`src/sv/b32dec_pkg.sv`:
```
// ----------------------------------------------------------------------------
// b32dec_pkg
// Shared types and character codes for the base32 text decoder.
// ----------------------------------------------------------------------------
package b32dec_pkg;

  localparam logic [7:0] PadChar   = 8'h3D;
  localparam logic [7:0] SpaceChar = 8'h20;
  localparam logic [7:0] TabChar   = 8'h09;
  localparam logic [7:0] CrChar    = 8'h0D;
  localparam logic [7:0] LowerA    = 8'h61;
  localparam logic [7:0] LowerZ    = 8'h7A;
  localparam logic [7:0] UpperA    = 8'h41;
  localparam logic [7:0] UpperZ    = 8'h5A;
  localparam logic [7:0] CaseGap   = 8'h20;
  localparam logic [7:0] Digit2    = 8'h32;
  localparam logic [7:0] Digit7    = 8'h37;
  localparam logic [7:0] DigitBias = 8'h18;

  typedef struct packed {
    logic [7:0] char_code;
    logic       last_char;
  } in_t;

  typedef struct packed {
    logic [7:0] out_byte;
    logic       byte_valid;
    logic       string_end;
    logic       bad_symbol;
  } out_t;

endpackage

```
`src/sv/base32_text_decoder_top.sv`:
```
// ----------------------------------------------------------------------------
// base32_text_decoder_top
// Streaming base32 decoder, one text character per input transfer.
//
// Input channel: in_valid_i / in_stall_o carry one character and a flag
// for the last character of a string. Skipped characters ('=', space,
// tab, LF, VT, FF, CR) give no result; letters and digits 2-7 add five
// bits each, and a decoded byte leaves once eight bits are held. An
// invalid character sets a sticky error and stops bytes until the end.
// Output channel: out_valid_o / out_stall_i carry at most one result per
// character; the last character always gives an end result with the
// error flag, and the decoder state then clears.
// One character per cycle while the skid register is empty; the decode is a single map, shift
// and compare pass between the input transfer and the result register.
// A two-entry output buffer (result register plus skid register) lets a
// character be taken while one result waits; in_stall_o rises only while
// the skid register is full.
// Reset clears the bit store, the error flag and both buffer entries.
// ----------------------------------------------------------------------------
module base32_text_decoder_top (
  input  logic              clk_i,
  input  logic              rst_ni,
  input  logic              in_valid_i,
  output logic              in_stall_o,
  input  b32dec_pkg::in_t   in_data_i,
  output logic              out_valid_o,
  input  logic              out_stall_i,
  output b32dec_pkg::out_t  out_data_o
);

  typedef enum logic [1:0] {
    SymSkip,
    SymData,
    SymBad
  } sym_kind_e;

  logic [6:0]       residual_q, residual_d;
  logic [2:0]       count_q, count_d;
  logic             error_q, error_d;
  logic             main_v_q, skid_v_q;
  b32dec_pkg::out_t main_q, skid_q;

  logic [7:0]       ch_fold;
  sym_kind_e        kind;
  logic [4:0]       sym;
  logic [11:0]      buf_w;
  logic [3:0]       cnt_w;
  logic [2:0]       cnt_left;
  logic [6:0]       mask;
  logic             have_byte;
  logic [7:0]       byte_w;
  logic             accept;
  logic             produce;
  logic             pop;
  b32dec_pkg::out_t res;

  // character map
  always_comb begin
    ch_fold = in_data_i.char_code;
    if (ch_fold >= b32dec_pkg::LowerA && ch_fold <= b32dec_pkg::LowerZ) begin
      ch_fold = ch_fold - b32dec_pkg::CaseGap;
    end
    kind = SymBad;
    sym  = '0;
    if (in_data_i.char_code == b32dec_pkg::PadChar ||
        in_data_i.char_code == b32dec_pkg::SpaceChar ||
        (in_data_i.char_code >= b32dec_pkg::TabChar &&
         in_data_i.char_code <= b32dec_pkg::CrChar)) begin
      kind = SymSkip;
    end else if (ch_fold >= b32dec_pkg::UpperA && ch_fold <= b32dec_pkg::UpperZ) begin
      kind = SymData;
      sym  = 5'(ch_fold - b32dec_pkg::UpperA);
    end else if (ch_fold >= b32dec_pkg::Digit2 && ch_fold <= b32dec_pkg::Digit7) begin
      kind = SymData;
      sym  = 5'(ch_fold - b32dec_pkg::DigitBias);
    end
  end

  // bit store update
  always_comb begin
    buf_w     = {residual_q, sym};
    cnt_w     = {1'b0, count_q} + 4'd5;
    have_byte = 1'b0;
    cnt_left  = cnt_w[2:0];
    if (cnt_w[3]) begin
      have_byte = 1'b1;
      cnt_left  = cnt_w[2:0];
    end
    byte_w  = have_byte ? 8'(buf_w >> cnt_left) : 8'h00;
    mask    = (7'h01 << cnt_left) - 7'h01;

    residual_d = residual_q;
    count_d    = count_q;
    error_d    = error_q;
    if (!error_q) begin
      if (kind == SymBad) begin
        error_d = 1'b1;
      end else if (kind == SymData) begin
        residual_d = buf_w[6:0] & mask;
        count_d    = cnt_left;
      end
    end
    if (error_q || kind != SymData) begin
      have_byte = 1'b0;
      byte_w    = 8'h00;
    end

    res.out_byte   = byte_w;
    res.byte_valid = have_byte;
    res.string_end = in_data_i.last_char;
    res.bad_symbol = in_data_i.last_char & error_d;
    produce        = have_byte | in_data_i.last_char;
  end

  assign in_stall_o  = skid_v_q;
  assign accept      = in_valid_i & ~skid_v_q;
  assign pop         = main_v_q & ~out_stall_i;
  assign out_valid_o = main_v_q;
  assign out_data_o  = main_q;

  always_ff @(posedge clk_i or negedge rst_ni) begin
    if (!rst_ni) begin
      residual_q <= '0;
      count_q    <= '0;
      error_q    <= 1'b0;
      main_v_q   <= 1'b0;
      skid_v_q   <= 1'b0;
      main_q     <= '0;
      skid_q     <= '0;
    end else begin
      if (accept) begin
        if (in_data_i.last_char) begin
          residual_q <= '0;
          count_q    <= '0;
          error_q    <= 1'b0;
        end else begin
          residual_q <= residual_d;
          count_q    <= count_d;
          error_q    <= error_d;
        end
      end
      if (skid_v_q) begin
        if (pop) begin
          main_q   <= skid_q;
          skid_v_q <= 1'b0;
        end
      end else if (accept && produce) begin
        if (!main_v_q || pop) begin
          main_q   <= res;
          main_v_q <= 1'b1;
        end else begin
          skid_q   <= res;
          skid_v_q <= 1'b1;
        end
      end else if (pop) begin
        main_v_q <= 1'b0;
      end
    end
  end

`ifndef SYNTHESIS
  a_skid_needs_main : assert property (@(posedge clk_i) disable iff (!rst_ni)
    skid_v_q |-> main_v_q)
    else $error("skid entry held without a result entry");

  a_bad_only_at_end : assert property (@(posedge clk_i) disable iff (!rst_ni)
    out_valid_o && out_data_o.bad_symbol |-> out_data_o.string_end)
    else $error("error flag outside an end result");

  a_mid_has_byte : assert property (@(posedge clk_i) disable iff (!rst_ni)
    out_valid_o && !out_data_o.string_end |-> out_data_o.byte_valid)
    else $error("result without byte or end marker");

  a_empty_byte_zero : assert property (@(posedge clk_i) disable iff (!rst_ni)
    out_valid_o && !out_data_o.byte_valid |-> out_data_o.out_byte == 8'h00)
    else $error("nonzero byte without byte_valid");

  a_result_held : assert property (@(posedge clk_i) disable iff (!rst_ni)
    $past(out_valid_o && out_stall_i) |-> out_valid_o && $stable(out_data_o))
    else $error("stalled result changed");
`endif

endmodule

```
`config.mk`:
```
export PLATFORM = sky130hd
export DESIGN_NAME = base32_text_decoder_top
export DESIGN_NICKNAME = d
export VERILOG_FILES = /design/src/sv/b32dec_pkg.sv /design/src/sv/base32_text_decoder_top.sv
export SDC_FILE = /design/constraint.sdc
export NUM_CORES = 1
export LEC_CHECK = 0
export ABC_AREA = 1
export ABC_CLOCK_PERIOD_IN_PS = 2400
export BUFFER_PORTS_ARGS = -buffer_cell sky130_fd_sc_hd__buf_2
export CAP_MARGIN = 20
export CORE_UTILIZATION = 55
export CTS_BUF_LIST = sky130_fd_sc_hd__clkbuf_4
export CTS_CLUSTER_SIZE = 10
export DETAILED_ROUTE_END_ITERATION = 10
export GPL_TIMING_DRIVEN = 0
export PLACE_DENSITY_LB_ADDON = 0.25
export SLEW_MARGIN = 20
export SYNTH_ARGS = -nofsm -noshare
export SYNTH_HDL_FRONTEND = slang
export SYNTH_SLANG_ARGS = --single-unit
```
`constraint.sdc`:
```
create_clock -name clk_i -period 2.4 [get_ports clk_i]
set_input_delay 0.72 -clock clk_i [delete_from_list [all_inputs] [get_ports clk_i]]
set_output_delay 0.72 -clock clk_i [all_outputs]
set_load 0.005 [all_outputs]
```
==> results.json <==
{
  "synth_area_leaders": "dfrtp_1 33%, nand2_1 17%, ha_1 6.6%, nand3_1 6.2%, o21ai_0 5.2%",
  "hold_viol": 0,
  "place_inst": 460,
  "fp-row-count": 25,
  "syn_nets": 408,
  "power_density_nw_per_um2": 605.1,
  "grt_pass1_vias": 2372,
  "cp_data_required_time_ns": 2.70,
  "muxShareOfSynthArea_pct": 0.3744,
  "gr-usage-met3_pct": 4.079,
  "numClockSinks": 35,
  "avgSynthCellArea_um2": 7.018,
  "synth_adder_area_share_pct": 6.551,
  "use_met1_pct": 32.27,
  "post-route-period-util_pct": 101.6,
  "async_reset_ff_share_pct": 100.0,
  "min_period_ns": 2.439,
  "layout-drive-gt1-share_pct": 36.57,
  "synth-edff-count": 0,
  "avgRoutedWirePerCell_um": 13.66,
  "grt_overflow_total": 0,
  "end_kind": "register",
  "cts_max_level": 2,
  "synth_top_family_by_area": "simple AND/OR/NAND/NOR gates",
  "grt_setup_unrepaired": "true",
  "slew_viol_final": 0,
  "grt-busiest-layer": "met2",
  "synthXorXnorAreaFrac_pct": 1.638,
  "die_area_um2": 5144,
  "setup_viol": 13,
  "via_count": 2646,
  "crit_fanout": 7,
  "die_x_um": 71.73,
  "max_slew_margin_pct": 47.42,
  "p_leak_nw": 1.715,
  "worst_hold_path_type": "in2async",
  "ant_nets": 0,
  "yosys_most_used_dff": "dfrtp_1",
  "cts-root-buf": "clkbuf_4",
  "nFillCells": 342,
  "worstPathCellList": "buf_12 > inv_12 > ha_4 > nand2_2 > nor2_2 > nand2_2 > nand3_4 > nand2_4 > a22oi_2 > nand2_4 > nand2_1 > nand3_2 > mux2i_1 > nand2_1 > nand3_1 > nand2_2 > nand2_1 > nand2_1 > nand2_1",
  "worst_ir_drop_vdd_mv": 0.3256,
  "synth_compound_area_share_pct": 14.51,
  "synth_top_area_share_pct": 32.76,
  "dp_hpwl_mm": 4.555,
  "core_area_um2": 4692,
  "vias_per_cell": 5.444,
  "gr-usage-all-layers_pct": 25.72,
  "netlist_area_um2": 2674,
  "arrival_ns": 2.74,
  "drt_wl_total_mm": 6.640,
  "diodes": 0,
  "worst_pin_slew_ns": 0.7887,
  "drc": 0,
  "synth_common_cells": "119 x nand2_1, 35 x dfrtp_1, 35 x inv_1",
  "synth_seq_cells": 35,
  "yosysTopAreaCell": "dfrtp_1",
  "multi_input_area_um2": 1883,
  "antenna_found_initial": 0,
  "fin_cells": 486,
  "met2_usage_pct": 45.60,
  "ys_warn_count": 0,
  "routabilityCongestion": 0.8954,
  "ios": 26,
  "critPathMaxStageDelay_ns": 0.26,
  "final_net_count": 458,
  "io_buffers": 25,
  "outcome": "complete, but fails checks",
  "cts_tree": "yes",
  "crit_top_cell": "nand2_1",
  "synth_cell_type_count": 37,
  "synth_simple_gate_area_share_pct": 35.70,
  "drt_iter0_drc": 149,
  "numCtsBuffers": 5,
  "cts_buffer_depth": 2,
  "finClkSkew_ns": 0.01059,
  "drv_cap": 0,
  "cts.clk_slew.worst_paths_ns": 0.12,
  "die_y_um": 71.73,
  "postCtsHoldBufs": 0,
  "area_delta_synth_final_pct": 30.98,
  "slowest_stage": "a22oi_2",
  "max_freq_mhz": 410.1,
  "clk_latency_ns": 0.35,
  "start_util_pct": 56.99,
  "finalSetupTns_ns": -0.1346,
  "ff_latch_area_um2": 875.8,
  "firstDrtPassIters": 4,
  "yosysMostFrequentCell": "nand2_1",
  "yosysSeqAreaShare_pct": 32.76,
  "finalWorstSetupSlack_ns": -0.03864,
  "violations": "setup timing",
  "grt_pass1_wl_mm": 10.50,
  "criticalPathCategory": "in2reg",
  "startpoint_type": "input pin",
  "grt_start_max_net_pins": 36,
  "synthCells": 381
}
-- report_power, final --
| part | total (mW) | switching [mW] | leakage, nW | internal [mW] |
|---|---|---|---|---|
| clock | 0.425 | 0.211 | 0.0426 | 0.214 |
| sequential | 0.754 | 0.0713 | 0.473 | 0.682 |
| combinational | 0.940 | 0.589 | 1.20 | 0.351 |
| total | 2.12 | 0.871 | 1.72 | 1.25 |
-- layout by cell type, fill, tap and decap left out, drive strengths merged --
cell,count
nand2,129
buf,44
o21ai,43
inv,41
dfrtp,35
nor2,35
nand3,35
clkbuf,16
ha,14
nand4,8
a21oi,7
xor2,3
o32ai,3
o22ai,3
nor3,3
xnor2,2
clkinv,2
or2,1
a22oi,1
o2bb2ai,1
o2111ai,1
mux2i,1
nand3b,1
a211o,1
o221ai,1
bufinv,1
-- per-layer routing --
| layer | vias to the layer above | wire length, µm |
|---|---|---|
| met2 | 68 | 3367 |
| met4 | 0 | 101 |
| met1 | 1225 | 2922 |
| li1 | 1344 | - |
| met3 | 9 | 249 |
| met5 | - | 0 |
-- repair_timing --
| item | 4_1_cts | 5_1_grt |
|---|---|---|
| setup endpoints to repair | 34 | 33 |
| buffers inserted | 7 | 8 |
| resized for setup | 21 | 77 |
| cloned | 2 | 1 |
| pin swaps | 8 | 24 |
-- area by class of cell --
cell class / instances / share of cell area (%)
well taps: 54 / 1.929
clock inverters: 3 / 1.108
repair buffers: 42 / 8.896
multi-input cells: 293 / 53.77
plain buffers: 13 / 2.858
clock buffers: 5 / 1.072
flip-flops and latches: 35 / 25.01
inverters: 41 / 5.359
-- worst paths after layout --
| kind | from | to | slack (ns) | cells after the start |
|---|---|---|---|---|
| setup / recovery | in_data_i[1] | out_data_o[4]$_DFFE_PN0P_ | -0.04 | 19 |
| hold reg to reg | out_data_o[3]$_DFFE_PN0P_ | out_data_o[3]$_DFFE_PN0P_ | 0.48 | 2 |
| max in group asynchronous | rst_ni | residual_q[1]$_DFFE_PN0P_ | 1.46 | 1 |
| hold / removal | rst_ni | out_data_o[6]$_DFFE_PN0P_ | 0.44 | 1 |
| min in group clk_i | out_data_o[3]$_DFFE_PN0P_ | out_data_o[3]$_DFFE_PN0P_ | 0.48 | 2 |
| setup reg to reg | count_q[0]$_DFFE_PN0P_ | out_data_o[10]$_DFFE_PN0P_ | 0.07 | 12 |
-- through the flow --
step	util (%)	total power, mW	hold WS (ns)	setup slack [ns]	instance area (µm²)
after floorplan	-	1.306	0.4244	-0.1326	2780
after global placement	63.36	1.501	0.4484	-0.7133	2973
after detailed placement	63.36	1.517	0.4531	-0.7559	2973
after CTS	67.55	1.993	0.4638	-0.003493	3169
after global routing	74.64	2.265	0.5001	-0.2041	3502
final	74.64	2.119	0.4425	-0.03864	3502
-- cell families (layout without fill, tap and decap cells) --
logic type,Yosys count,after routing
DFF,35,35
adders and majority gates,14,14
buffers and inverters,54,104
muxes,1,1
xor gates and xnor gates,5,5
AOI/OAI and AO/OA,61,61
and+or+nand+nor,211,212
-- critical path, delay by kind of cell --
kind / cells / cell delay, ns
muxes: 1 / 0.23
buffers and inverters: 2 / 0.17
AOI/OAI and AO/OA: 1 / 0.26
and+or+nand+nor: 14 / 1.24
adders and majority gates: 1 / 0.11
-- sequential cells by signal, summed over array words and instances (netlist names) --
name	cells
error_q	1
skid_q	11
in_stall_o	1
out_data_o	11
out_valid_o	1
residual_q	7
count_q	3
Note: power is estimated with default switching activity, not from simulation.
